## src/rtl/fsa_ram.sv

```systemverilog
// Generic single-write, single-read RAM with registered read data.
// No dependencies.
`default_nettype none

module fsa_ram #(
   parameter int WIDTH = 8,
   parameter int DEPTH = 16
) (
   input  wire logic                     clock,
   input  wire logic                     wr_en,
   input  wire logic [$clog2(DEPTH)-1:0] wr_addr,
   input  wire logic [WIDTH-1:0]         wr_data,
   input  wire logic                     rd_en,
   input  wire logic [$clog2(DEPTH)-1:0] rd_addr,
   output logic      [WIDTH-1:0]         rd_data
);

   logic [WIDTH-1:0] mem_ff [DEPTH];

   always_ff @(posedge clock) begin
      if (wr_en) mem_ff[wr_addr] <= wr_data;
      if (rd_en) rd_data <= mem_ff[rd_addr];
   end

endmodule

`default_nettype wire

```

## config.mk

```make
export PLATFORM = sky130hd
export DESIGN_NAME = fsa_ram
export DESIGN_NICKNAME = d
export VERILOG_FILES = /design/src/rtl/fsa_ram.sv
export SDC_FILE = /design/constraint.sdc
export NUM_CORES = 1
export LEC_CHECK = 0
export BUFFER_PORTS_ARGS = -buffer_cell sky130_fd_sc_hd__buf_2
export CORE_MARGIN = 1.5
export CORE_UTILIZATION = 47
export CTS_BUF_LIST = sky130_fd_sc_hd__clkbuf_4 sky130_fd_sc_hd__clkbuf_8
export DETAILED_ROUTE_END_ITERATION = 8
export PLACE_DENSITY = 0.75
export REMOVE_ABC_BUFFERS = 1
export SLEW_MARGIN = 30
export SYNTH_ARGS = -nofsm -noshare
export SYNTH_HDL_FRONTEND = slang
export SYNTH_SLANG_ARGS = --single-unit
```

## constraint.sdc

```tcl
create_clock -name clock -period 3.07 [get_ports clock]
set_clock_uncertainty 0.2 [all_clocks]
set_input_delay 0 -clock clock [delete_from_list [all_inputs] [get_ports clock]]
set_output_delay 0 -clock clock [all_outputs]
set_load 0.05 [all_outputs]
```

==> impl_metrics.csv <==
group,metric,value,unit
sta,worst_slew_pin_slew,895,ps
synth,synth_area_per_cell,22.8,um^2
grt,grt_pass1_vias,2487,
route,ant_nets,0,
grt,track_usage,17.7,%
sta,timing.fmax,560,MHz
sta,final_max_slew_viol_count,0,
die,coreArea,0.0108,mm^2
grt,use_met3,4.70,%
grt,grt_pass1_wl,14100,um
worst_setup_path,r2r-start,"mem_ff[1][5]$_DFFE_PP_",
worst_setup_path,arrival,1640,ps
grt,grt_overflow_total,0,
worst_setup_path,critical-path-top-delay-family,"simple AND/OR/NAND/NOR gates",
route,routed_wirelength,9280,um
power,swShare,22.5,%
sta,finalSetupViolCount,0,
worst_hold_path,hold_path.startpoint,"wr_addr[3]",
clock_tree,numCtsBuffers,17,
sta,hold_viol_final,0,
grt,grt_max_degree,33,
cells_and_area,fin_area,0.00594,mm^2
worst_setup_path,rr_worst_depth,3,
die,placementRows,38,
clock_tree,htree_levels,4,
die,start_util,48.2,%
cells_and_area,ff_latch_area,0.00408,mm^2
cells_and_area,diodes,0,
route,dr.pass1.iters,5,
place,place_congestion,0.743,
synth,synth.distinct_cells,18,
power,power.total,3.52,mW
cells_and_area,layout_common_cells,"136 x edfxtp_1, 26 x buf_2, 18 x mux4_2, 17 x clkbuf_8, 16 x a22oi_1",
route,vias_per_cell,5.68,
worst_setup_path,timing.rr.end,"rd_data[5]$_DFFE_PP_",
cells_and_area,nets,301,
clock_tree,clk_pin_slew,70,ps
power,powerDensity,592,mW/mm^2
sta,min_period,1790,ps
place,placed_area,0.00549,mm^2
grt,grt_use_met2,27.5,%
worst_setup_path,regToRegSetupSlack,1310,ps
power,seq_power_share,59.7,%
worst_setup_path,crit_chain,"dlygate4sd3_1 > buf_2 > nand2b_1 > nor2_1",
sta,slew-limit-headroom,40.1,%
clock_tree,clkSinkCount,136,
power,p_leak,1.95,nW
worst_hold_path,whs_path_depth,3,
worst_hold_path,min_path_type,"in2reg",
sta,setup-tns-final,0,ps
synth,yosysWarnings,0,
power,vdd_drop_max,372,uV
route,remaining_drc_errors,0,
grt,gr-max-usage-layer,"met2",
place,placement.io_buffers,26,
worst_setup_path,critPathKind,"in2reg",
worst_hold_path,min_to,"mem_ff[3][5]$_DFFE_PP_",
clock_tree,cts-root-buf,"clkbuf_8",
clock_tree,tritoncts,"done",
clock_tree,hold_buffers,12,
power,p_int,2.73,mW
worst_setup_path,required,2920,ps
place,hpwl,5970,um
cells_and_area,nFillCells,813,
synth,syn_area,0.00523,mm^2
worst_setup_path,cpMaxStageDelayCell,"nor2_1",
clock_tree,post_cts_resized,0,
synth,netlist_instances,229,
sta,rsz0062_at_grt,"no",
run_status,outcome,"finished clean",
route,drtIter0Drc,144,
cells_and_area,final_common_cell,"edfxtp_1",
power,power.share.clock,34.0,%
cells_and_area,layout-drive-gt1-share,26.9,%
cells_and_area,multi_input_area,0.00106,mm^2
die,die_w,108,um
sta,finalCritPeriodShare,58.2,%
cells_and_area,synthToLayoutAreaGrowth,13.6,%
cells_and_area,fin_util,54.8,%
synth,ys_seq_elements,136,
worst_setup_path,start_kind,"primary input",
clock_tree,worstSkewPairLatency,430,ps
die,ios,27,
run,drv_cap,0,
worst_setup_path,critPathBufInv,2,
power,switchingPower,0.792,mW
worst_setup_path,path_max_fanout,8,
worst_setup_path,slowest_delay,690,ps
worst_setup_path,endpoint_kind,"flop",
die,die-height,108,um
route,vias,2467,
route,drt-wirelength-per-cell,21.4,um
die,dieArea,0.0118,mm^2
power,p_comb_share,6.3,%
synth,seq_area_frac_synth,78.1,%
clock_tree,cts_max_path_buffers,2,
clock_tree,cts_setup_buffers,0,
grt,use_met1,23.2,%
grt,antenna_found_initial,0,
## power by group through the flow
stage          registers [mW]  clock network (mW)  logic (mW)
2_1_floorplan            2.17                   0      0.0834
3_3_place_gp             2.14                   0       0.208
3_5_place_dp             2.14                   0       0.214
4_1_cts                  2.10                1.22       0.225
5_1_grt                  2.10                1.30       0.240
6_report                 2.10                1.19       0.223
## Yosys cell counts
cell type | count | area (um^2)
buf_2 | 3 | 15.0
nand2_1 | 9 | 33.8
or3b_2 | 1 | 8.76
nor2_1 | 13 | 48.8
and2b_1 | 1 | 7.51
mux4_1 | 14 | 368
nand3_1 | 1 | 5.00
mux4_2 | 18 | 405
clkdlybuf4s25_2 | 3 | 30.0
buf_6 | 3 | 33.8
and2_1 | 1 | 6.26
nor3_1 | 4 | 20.0
edfxtp_1 | 136 | 4080
nand3b_1 | 2 | 15.0
buf_4 | 1 | 7.51
a22oi_1 | 16 | 120
nor2b_1 | 1 | 6.26
nand2b_1 | 2 | 12.5
## logic make-up after synthesis
| logic type | count (synthesis) | share of synthesized area (%) |
|---|---|---|
| AO/OA/AOI/OAI | 16 | 2.30 |
| buffers and inverters | 10 | 1.65 |
| multiplexers | 32 | 14.8 |
| flip-flops | 136 | 78.1 |
| AND/OR/NAND/NOR | 35 | 3.14 |
## per-stage QoR
stage               hold WS, ps  std cells  setup WS (ps)
floorplan                  -101        219           1380
global placement            180        391            884
detailed placement          177        391            895
CTS                        45.7        434           1300
global route               55.6        434           1220
finish                     57.5        434           1280
## worst min-delay path: stages
cell and delay (ps):
buf_2 100, or3b_2 170, nor2_1 190
## how the worst max path moves through the flow
| stage | cells past startpoint | from | endpoint | slack, ps |
|---|---|---|---|---|
| detailed placement | 5 | rd_addr[0] | rd_data[4]$_DFFE_PP_ | 900 |
| global route | 4 | wr_addr[1] | mem_ff[1][0]$_DFFE_PP_ | 1220 |
| global placement | 5 | rd_addr[0] | rd_data[0]$_DFFE_PP_ | 880 |
| floorplan | 2 | wr_addr[2] | mem_ff[0][0]$_DFFE_PP_ | 1380 |
| CTS | 4 | wr_addr[0] | mem_ff[2][0]$_DFFE_PP_ | 1300 |
| finish | 4 | wr_addr[1] | mem_ff[13][3]$_DFFE_PP_ | 1280 |
## sequential cells by signal, indices dropped and copies added, names as in the netlist
signal   flops
rd_data      8
mem_ff     128
## routing by layer
layer  part of all wire (%)  routed length, um  vias to the layer above
li1                       -                  -                     1087
met1                     41               3810                     1252
met2                     49               4550                      112
met3                    7.7                711                       16
met4                    2.2                207                        0
met5                      0                  0                        -
## layout make-up
class | instances | share of cell area [%]
clock buffer | 18 | 4.07
multi-input combinational | 83 | 17.8
tap | 140 | 2.95
clock inverter | 13 | 1.43
sequential | 136 | 68.8
timing repair buffer | 44 | 4.97
Power figures use the tool's default switching activity.
