==> config.mk <==
export PLATFORM = sky130hd
export DESIGN_NAME = fsa_div
export DESIGN_NICKNAME = d
export VERILOG_FILES = /design/src/rtl/fsa_pkg.sv /design/src/rtl/fsa_div.sv
export SDC_FILE = /design/constraint.sdc
export NUM_CORES = 1
export LEC_CHECK = 0
export BUFFER_PORTS_ARGS = -buffer_cell sky130_fd_sc_hd__buf_2
export CAP_MARGIN = 20
export CELL_PAD_IN_SITES_DETAIL_PLACEMENT = 1
export CELL_PAD_IN_SITES_GLOBAL_PLACEMENT = 1
export CORE_UTILIZATION = 41
export DETAILED_ROUTE_END_ITERATION = 12
export GPL_ROUTABILITY_DRIVEN = 0
export PLACE_DENSITY_LB_ADDON = 0.08
export SLEW_MARGIN = 10
export SYNTH_ARGS = -nofsm -noshare
export SYNTH_HDL_FRONTEND = slang
export SYNTH_SLANG_ARGS = --single-unit
==> constraint.sdc <==
create_clock -name clock -period 2.48 [get_ports clock]
set_input_delay 0.248 -clock clock [delete_from_list [all_inputs] [get_ports clock]]
set_output_delay 0.248 -clock clock [all_outputs]
set_load 0.01 [all_outputs]
==> src/rtl/fsa_pkg.sv <==
// Package for the slot allocator: payload structs, command and status codes,
// register map and sizing constants. No dependencies.
`default_nettype none

package fsa_pkg;

   localparam int SLOT_W        = 12;
   localparam int CHUNK_W       = 4;
   localparam int OFFSET_W      = 24;
   localparam int STATUS_W      = 2;
   localparam int CMD_W         = 2;
   localparam int OBJ_SIZE_W    = 17;
   localparam int ALIGN_W       = 13;
   localparam int SPC_W         = 9;
   localparam int ASIZE_W       = OBJ_SIZE_W + 1;
   localparam int REM_W         = 8;
   localparam int PROD_W        = REM_W + ASIZE_W;

   localparam int MAX_CHUNKS          = 16;
   localparam int MAX_SLOTS_PER_CHUNK = 256;
   localparam int CHUNKS_W            = $clog2(MAX_CHUNKS + 1);
   localparam int QDEPTH              = 4096;
   localparam int QADDR_W             = $clog2(QDEPTH);
   localparam int QCOUNT_W            = QADDR_W + 1;
   localparam int DIV_STEPS           = SLOT_W;
   localparam int DIV_CNT_W           = $clog2(DIV_STEPS);

   localparam int CSR_ADDR_W = 4;
   localparam int CSR_DATA_W = 32;

   localparam logic [1:0] REG_OBJECT_SIZE     = 2'd0;
   localparam logic [1:0] REG_ALIGNMENT       = 2'd1;
   localparam logic [1:0] REG_SLOTS_PER_CHUNK = 2'd2;

   localparam logic [OBJ_SIZE_W-1:0] OBJECT_SIZE_RESET     = OBJ_SIZE_W'(256);
   localparam logic [ALIGN_W-1:0]    ALIGNMENT_RESET       = ALIGN_W'(256);
   localparam logic [SPC_W-1:0]      SLOTS_PER_CHUNK_RESET = SPC_W'(64);

   localparam logic [CMD_W-1:0] CMD_ALLOC  = 2'd0;
   localparam logic [CMD_W-1:0] CMD_FREE   = 2'd1;
   localparam logic [CMD_W-1:0] CMD_LOCATE = 2'd2;

   localparam logic [STATUS_W-1:0] ST_OK           = 2'd0;
   localparam logic [STATUS_W-1:0] ST_OUT_OF_SPACE = 2'd1;
   localparam logic [STATUS_W-1:0] ST_QUEUE_FULL   = 2'd2;

   localparam logic [OFFSET_W-1:0] OFFSET_MAX = {OFFSET_W{1'b1}};

   typedef struct packed {
      logic [CMD_W-1:0]  cmd;
      logic [SLOT_W-1:0] slot;
   } fsa_req_type;

   typedef struct packed {
      logic [SLOT_W-1:0]   slot_out;
      logic [CHUNK_W-1:0]  chunk;
      logic [OFFSET_W-1:0] byte_offset;
      logic [STATUS_W-1:0] status;
   } fsa_rsp_type;

   typedef struct packed {
      logic              start;
      logic [SLOT_W-1:0] dividend;
      logic [SPC_W-1:0]  divisor;
   } fsa_div_req_type;

   typedef struct packed {
      logic              done;
      logic [SLOT_W-1:0] quot;
      logic [REM_W-1:0]  rem;
   } fsa_div_rsp_type;

   function automatic logic [SPC_W-1:0] eff_spc(input logic [SPC_W-1:0] spc);
      logic [SPC_W-1:0] s;
      s = spc;
      if (s == '0) s = SPC_W'(1);
      if (s > SPC_W'(MAX_SLOTS_PER_CHUNK)) s = SPC_W'(MAX_SLOTS_PER_CHUNK);
      return s;
   endfunction

   function automatic logic [ASIZE_W-1:0] aligned_size(
      input logic [OBJ_SIZE_W-1:0] size,
      input logic [ALIGN_W-1:0]    align
   );
      logic [ALIGN_W-1:0] mask;
      logic [ASIZE_W-1:0] sum;
      mask = '0;
      for (int i = 0; i < ALIGN_W; i++) begin
         if (align[i]) mask = ALIGN_W'((1 << i) - 1);
      end
      sum = {1'b0, size} + ASIZE_W'(mask);
      if (align == '0) return ASIZE_W'(size);
      return sum & ~ASIZE_W'(mask);
   endfunction

endpackage

`default_nettype wire

==> src/rtl/fsa_div.sv <==
// Bit-serial restoring divider: slot index by slots per chunk, one quotient
// bit per cycle. Depends on fsa_pkg.
`default_nettype none

module fsa_div
   import fsa_pkg::*;
(
   input  wire logic            clock,
   input  wire logic            reset,
   input  wire fsa_div_req_type div_req,
   output fsa_div_rsp_type      div_rsp
);

   logic                 busy_ff, busy_in;
   logic                 done_ff, done_in;
   logic [DIV_CNT_W-1:0] cnt_ff, cnt_in;
   logic [SLOT_W-1:0]    quot_ff, quot_in;
   logic [REM_W-1:0]     rem_ff, rem_in;
   logic [SPC_W-1:0]     divisor_ff, divisor_in;
   logic [SPC_W-1:0]     trial;
   logic                 fits;

   assign trial = {rem_ff, quot_ff[SLOT_W-1]};
   assign fits  = trial >= divisor_ff;

   always_comb begin
      busy_in    = busy_ff;
      done_in    = 1'b0;
      cnt_in     = cnt_ff;
      quot_in    = quot_ff;
      rem_in     = rem_ff;
      divisor_in = divisor_ff;
      if (div_req.start) begin
         busy_in    = 1'b1;
         cnt_in     = '0;
         quot_in    = div_req.dividend;
         rem_in     = '0;
         divisor_in = div_req.divisor;
      end else if (busy_ff) begin
         quot_in = {quot_ff[SLOT_W-2:0], fits};
         rem_in  = fits ? REM_W'(trial - divisor_ff) : REM_W'(trial);
         cnt_in  = cnt_ff + DIV_CNT_W'(1);
         if (cnt_ff == DIV_CNT_W'(DIV_STEPS - 1)) begin
            busy_in = 1'b0;
            done_in = 1'b1;
         end
      end
   end

   always_ff @(posedge clock) begin
      if (reset) begin
         busy_ff <= 1'b0;
         done_ff <= 1'b0;
      end else begin
         busy_ff <= busy_in;
         done_ff <= done_in;
      end
      cnt_ff     <= cnt_in;
      quot_ff    <= quot_in;
      rem_ff     <= rem_in;
      divisor_ff <= divisor_in;
   end

   assign div_rsp.done = done_ff;
   assign div_rsp.quot = quot_ff;
   assign div_rsp.rem  = rem_ff;

endmodule

`default_nettype wire

==> run_results.csv, run 1 <==
group,metric,value,unit
status,outcome,"finished, final reports clean",
cells_and_area,seqCellArea,911,sq um
power_and_ir_drop,p_leak,0.928,nW
yosys,synthDominantCellAreaShare,0.332,
setup_path,critPathKind,"reg2reg",
setup_path,reg2reg_to,"rem_ff[6]$_SDFFE_PP0P_",
setup_path,cp-end-kind,"flip-flop",
routing,dr.max_layer_used,"met4",
routing,drc_errors,0,
floorplan,core,0.00441,sq mm
setup_path,crit_required,2670,ps
cells_and_area,nFillCells,504,
setup_path,start_kind,"flip-flop",
cts,cts_buffers,5,
cells_and_area,n_antenna_cell,0,
timing,tightest_slew,790,ps
timing,period_minus_slack,2310,ps
routing,drt-initial-drc-count,47,
hold_path,hold_end,"divisor_ff[6]$_DFFE_PP_",
yosys,ys_seq_area_frac,0.479,
yosys,yosysUniqueCellTypes,46,
yosys,syn_area_per_cell,10.7,sq um
timing,fmax,432,MHz
cells_and_area,synthToLayoutAreaGrowth,19.1,%
yosys,synth_enable_flop_cells,21,
cells_and_area,drive_above_1_share,0.323,
timing,finalMaxSlewViolations,0,
timing,rsz0062_at_grt,"no",
cts,cts_max_path_buffers,2,
hold_path,holdPathStages,1,
hold_path,hp-class,"in2reg",
floorplan,initial_core_util,0.431,
global_routing,grt_pass1_vias,1516,
cts,clock_latency,280,ps
routing,wl_per_cell,15.3,um
timing,finalClockSkew,3.72,ps
routing,wl_met2,2.01,mm
setup_path,reg2reg_depth,8,
placement,hpwl,3.05,mm
setup_path,r2r-start,"quot_ff[11]$_DFFE_PP_",
timing,final.period_utilization,0.933,
setup_path,cpMaxStageDelayCell,"fa_1",
floorplan,dieHeight,70.1,um
floorplan,die-area,0.00491,sq mm
yosys,synth_top_cell_by_area,"edfxtp_1",
cells_and_area,multi_input_area,916,sq um
setup_path,cp_cell_sequence,"inv_1, ha_1, fa_1, nand2b_1, a2111oi_2, a311oi_1, or3_1, a311oi_2",
global_routing,grt.total_usage,0.186,
setup_path,crit_arrival,2510,ps
setup_path,cpPeakStageDelay,390,ps
power_and_ir_drop,ir_worst_vdd,0.294,mV
yosys,syn_inst,177,
setup_path,r2r_slack,170,ps
cts,cts.htree.levels,2,
yosys,ys.flop_type,"edfxtp_1",
power_and_ir_drop,p_per_area,647,mW/mm^2
routing,wl_met1,1.91,mm
yosys,ys_ff_latch,35,
placement,io_buffers,44,
setup_path,crit_fanout,4,
hold_path,hp-start,"div_req[6]",
timing,worst_slack,167,ps
timing,finalSetupViolCount,0,
routing,drt-pass1-iter-count,4,
yosys,ys_warn_count,0,
yosys,netlist_top_cells_area,"edfxtp_1, dfxtp_1, ha_1, mux2_2, nor2_1",
cts,cts_tree,"built",
cells_and_area,fin_nets,257,
cts,postCtsSetupRepairBufs,0,
yosys,syn_area,0.00190,sq mm
global_routing,antenna_found_initial,0,
yosys,async_reset_ff_frac,0,
routing,vias_per_cell,5.60,
cts,cts_sinks,35,
setup_path,crit_family,"adder cells",
placement,place_ws,92.2,ps
timing,fin_setup_tns,0,ps
cts,clock-root-buffer,"clkbuf_8",
timing,hold_viol_final,0,
routing,route.met3.wl,219,um
global_routing,grt_pass1_wl,7.11,mm
run,maxCapViolCount,0,
timing,relSlewSlack,0.473,
global_routing,grt_max_degree,43,
floorplan,core.rowCount,24,
cts,clk_pin_slew,70,ps
routing,dr_total_vias,1540,
routing,ant_nets,0,
routing,routed_wl,4.21,mm
floorplan,die_x,70.1,um
yosys,syn_nets,212,
floorplan,boundaryPins,45,
global_routing,grt-ovfl-total,0,
setup_path,critPathBufInv,1,
==> stage by stage <==
stage	cell area [sq um]	std cells	hold slack (ps)	power [W]	util
2_1_floorplan	1900	177	320	0.000937	-
3_3_place_gp	2170	267	424	0.00104	0.491
3_5_place_dp	2170	267	426	0.00105	0.491
4_1_cts	2260	275	122	0.00149	0.511
5_1_grt	2260	275	121	0.00155	0.513
6_report	2260	275	138	0.00146	0.513
==> synth_stat cells, drive strengths merged, types with 2 or more instances <==
cell	number
nor3b	2
o21ai	11
mux2	11
edfxtp	21
nand2	9
xnor2	2
nand2b	7
nor2	18
or2	2
o311ai	4
dfxtp	14
nand4	4
ha	10
nand3b	2
a311oi	6
buf	4
nor2b	2
a21o	2
xor2	2
inv	12
clkbuf	4
a21oi	6
nand3	3
a2111oi	2
or3b	2
==> worst max path at each step <==
stage | start | end | slack, ps | cells past startpoint
after floorplan | quot_ff[11]$_DFFE_PP_ | rem_ff[6]$_SDFFE_PP0P_ | 220 | 8
after detailed placement | quot_ff[11]$_DFFE_PP_ | rem_ff[6]$_SDFFE_PP0P_ | 90 | 8
after global placement | quot_ff[11]$_DFFE_PP_ | rem_ff[6]$_SDFFE_PP0P_ | 180 | 8
final | quot_ff[11]$_DFFE_PP_ | rem_ff[6]$_SDFFE_PP0P_ | 170 | 8
after CTS | quot_ff[11]$_DFFE_PP_ | rem_ff[6]$_SDFFE_PP0P_ | 80 | 8
after global routing | quot_ff[11]$_DFFE_PP_ | rem_ff[6]$_SDFFE_PP0P_ | 10 | 8
==> final cells by class <==
| cell class | instances | share of cell area |
|---|---|---|
| Multi-Input combinational cell | 122 | 0.405 |
| Sequential cell | 35 | 0.402 |
| Timing Repair Buffer | 46 | 0.104 |
| Clock buffer | 7 | 0.0381 |
| Tap cell | 52 | 0.0287 |
| Inverter | 12 | 0.0199 |
| Clock inverter | 1 | 0.00221 |
==> registers in the layout, summed over array words and instances, names as in the netlist <==
signal      count
divisor_ff      9
cnt_ff          4
done_ff         1
quot_ff        12
rem_ff          8
busy_ff         1
==> timing repair <==
action / in CTS / in global routing
setup endpoints to repair: 0 / 1
resized for setup: 0 / 2
hold buffers: 0 / 0
hold endpoints to repair: 0 / 0
==> metal layers <==
metal | track usage | vias up
met4 | 0.0711 | 0
met1 | 0.228 | 740
met5 | 0 | -
li1 | - | 748
met3 | 0.0462 | 6
met2 | 0.314 | 46
==> layout by cell type (no fill, tap or decap), drive strengths merged, types with 2 or more instances in the layout <==
cell type   n
a21o        2
a311oi      6
xor2        2
o311ai      4
a2111oi     2
or2         2
nand4       4
nor2b       2
o21ai      11
nand2       9
nor2       18
nor3b       2
a21oi       6
buf        46
edfxtp     21
xnor2       2
nand2b      7
nand3       3
dfxtp      14
clkbuf      7
mux2       11
ha         10
inv        12
or3b        2
nand3b      2
==> power by group <==
part | internal [W] | switching, W | leakage [nW]
registers | 0.000671 | 0.0000303 | 0.324
clock network | 0.000224 | 0.000194 | 0.0482
logic | 0.000148 | 0.000196 | 0.555
==> cells by family (layout without fill, tap and decap cells) <==
kind of cell	after synthesis	count (layout)	share of synthesized area
AND/OR/NAND/NOR	58	58	0.166
multiplexers	12	12	0.0704
XOR/XNOR	4	4	0.0184
adder cells (fa/ha/maj)	11	11	0.0764
flip-flops	35	35	0.479
AO/OA/AOI/OAI	37	37	0.147
buffers and inverters	20	66	0.0421
No activity file was read; power rests on OpenSTA's default activity.
==> run 2: changes to the inputs <==
--- a/config.mk
+++ b/config.mk
@@ -11,8 +11,7 @@
 export CELL_PAD_IN_SITES_GLOBAL_PLACEMENT = 1
 export CORE_UTILIZATION = 41
 export DETAILED_ROUTE_END_ITERATION = 12
-export GPL_ROUTABILITY_DRIVEN = 0
-export PLACE_DENSITY_LB_ADDON = 0.08
+export PLACE_DENSITY = 0.9
 export SLEW_MARGIN = 10
 export SYNTH_ARGS = -nofsm -noshare
 export SYNTH_HDL_FRONTEND = slang
==> run_results.csv, run 2 (synthesis results as in run 1) <==
group,metric,value,unit
status,outcome,"finished, final reports clean",
cells_and_area,largest_register_ffs,12,
setup_path,crit_family,"adder cells",
floorplan,die_x,70.1,um
power_and_ir_drop,ir_worst_vdd,0.319,mV
timing,finalClockSkew,8.66,ps
routing,dr.max_layer_used,"met4",
power_and_ir_drop,p_leak,0.927,nW
floorplan,die-area,0.00491,sq mm
timing,fmax,421,MHz
global_routing,grt-ovfl-total,0,
cells_and_area,drive_above_1_share,0.326,
routing,ant_nets,0,
placement,hpwl,3.29,mm
setup_path,crit_required,2680,ps
routing,drc_errors,0,
cts,clock-root-buffer,"clkbuf_8",
cts,cts_buffers,5,
power_and_ir_drop,intPower,0.00102,W
floorplan,core,0.00441,sq mm
power_and_ir_drop,p_sw,0.000434,W
setup_path,critPathKind,"reg2reg",
floorplan,boundaryPins,45,
timing,relSlewSlack,0.601,
setup_path,cpPeakStageDelay,400,ps
cells_and_area,layout_commonest_cell,"buf_2",
setup_path,crit_fanout,4,
routing,drt-pass1-iter-count,4,
setup_path,critPathBufInv,1,
cells_and_area,fin_nets,258,
placement,io_buffers,44,
timing,finalMaxSlewViolations,0,
floorplan,core.rowCount,24,
cts,cts_sinks,35,
global_routing,antenna_found_initial,0,
timing,period_minus_slack,2370,ps
global_routing,grt_pass1_wl,7.39,mm
timing,timing.hold.ws,127,ps
global_routing,grt.total_usage,0.195,
cts,clk_pin_slew,70,ps
power_and_ir_drop,p_comb_frac,0.241,
cells_and_area,mostFrequentLayoutCells,"buf_2, edfxtp_1, nor2_1",
cells_and_area,regMostFlops,"quot_ff",
routing,wl_met2,2.31,mm
cts,cts.htree.levels,2,
cells_and_area,top_regs,"quot_ff: 12 flops, divisor_ff: 9 flops, rem_ff: 8 flops",
timing,final.period_utilization,0.957,
setup_path,start_kind,"flip-flop",
run,maxCapViolCount,0,
cts,clock_latency,290,ps
routing,wl_met1,2.01,mm
routing,drt-initial-drc-count,64,
power_and_ir_drop,swShare,0.298,
cts,cts_max_path_buffers,2,
power_and_ir_drop,p_clk_frac,0.273,
cells_and_area,n_antenna_cell,0,
power_and_ir_drop,p_per_area,639,mW/mm^2
cells_and_area,synthToLayoutAreaGrowth,19.7,%
setup_path,cp_cell_sequence,"inv_1, ha_1, fa_1, nand2b_2, a2111oi_4, a311oi_1, or3_1, a311oi_2",
placement,place_ws,69.2,ps
cts,cts_tree,"built",
routing,vias_per_cell,5.59,
setup_path,cpMaxStageDelayCell,"fa_1",
routing,route.met3.wl,124,um
cts,ctsHoldBuffers,0,
global_routing,grt_max_degree,30,
hold_path,hp-class,"in2reg",
setup_path,crit_arrival,2570,ps
setup_path,cp-end-kind,"flip-flop",
placement,place.gp.congestion,0.827,
timing,hold_viol_final,0,
cts,postCtsSetupRepairBufs,0,
routing,wl_per_cell,16.3,um
routing,dr_total_vias,1542,
cells_and_area,utilization,0.516,
global_routing,grt_pass1_vias,1562,
floorplan,initial_core_util,0.431,
power_and_ir_drop,pwr-share-seq,0.486,
timing,tightest_slew,599,ps
timing,worst_slack,106,ps
floorplan,dieHeight,70.1,um
timing,finalSetupViolCount,0,
routing,routed_wl,4.51,mm
[run 2: cell types whose count changed in the layout (fill, tap and decap cells not counted), sizes merged]
| cell | delta |
|---|---|
| buf | +1 |
[run 2: through the flow]
| step | area [sq um] | power (W) | setup TNS (ps) | std cells |
|---|---|---|---|---|
| CTS | 2250 | 0.00146 | 0 | 276 |
| detailed placement | 2170 | 0.00105 | 0 | 268 |
| global placement | 2170 | 0.00104 | 0 | 268 |
| floorplan | 1900 | 0.000937 | 0 | 177 |
| finish | 2280 | 0.00145 | 0 | 276 |
| global route | 2280 | 0.00153 | -26.0 | 276 |
[run 2: area by class of cell]
type | instances | area (sq um)
inverters | 12 | 45.0
multi-input cells | 122 | 931
clock buffers | 7 | 76.3
clock inverters | 1 | 5.00
well taps | 52 | 65.1
fillers | 501 | 2140
repair buffers | 47 | 243
flip-flops and latches | 35 | 911
[run 2: per-layer routing]
metal,up-vias,global-route usage
met5,-,0
met4,0,0.0733
met3,9,0.0303
met2,35,0.340
met1,751,0.241
li1,747,-
[run 2: worst paths after layout]
| kind | start | to | slack, ps | cells past startpoint |
|---|---|---|---|---|
| max | quot_ff[11]$_DFFE_PP_ | rem_ff[6]$_SDFFE_PP0P_ | 110 | 8 |
| min | reset | busy_ff$_SDFF_PP0_ | 130 | 2 |
| max reg2reg | quot_ff[11]$_DFFE_PP_ | rem_ff[6]$_SDFFE_PP0P_ | 110 | 8 |
| min reg2reg | cnt_ff[3]$_SDFFE_PP0P_ | done_ff$_SDFF_PP0_ | 490 | 2 |
[run 2: what timing repair did]
| action | in CTS | in global routing |
|---|---|---|
| endpoints found under the setup margin | 0 | 1 |
| gates resized for setup | 0 | 4 |
| hold endpoints to repair | 0 | 0 |
[run 2: power by group through the flow]
stage	Sequential, W	Combinational, W	Clock [W]
after floorplan	0.000724	0.000213	0
after global placement	0.000715	0.000325	0
after detailed placement	0.000719	0.000335	0
after CTS	0.000707	0.000339	0.000408
after global routing	0.000714	0.000387	0.000424
final	0.000706	0.000351	0.000396
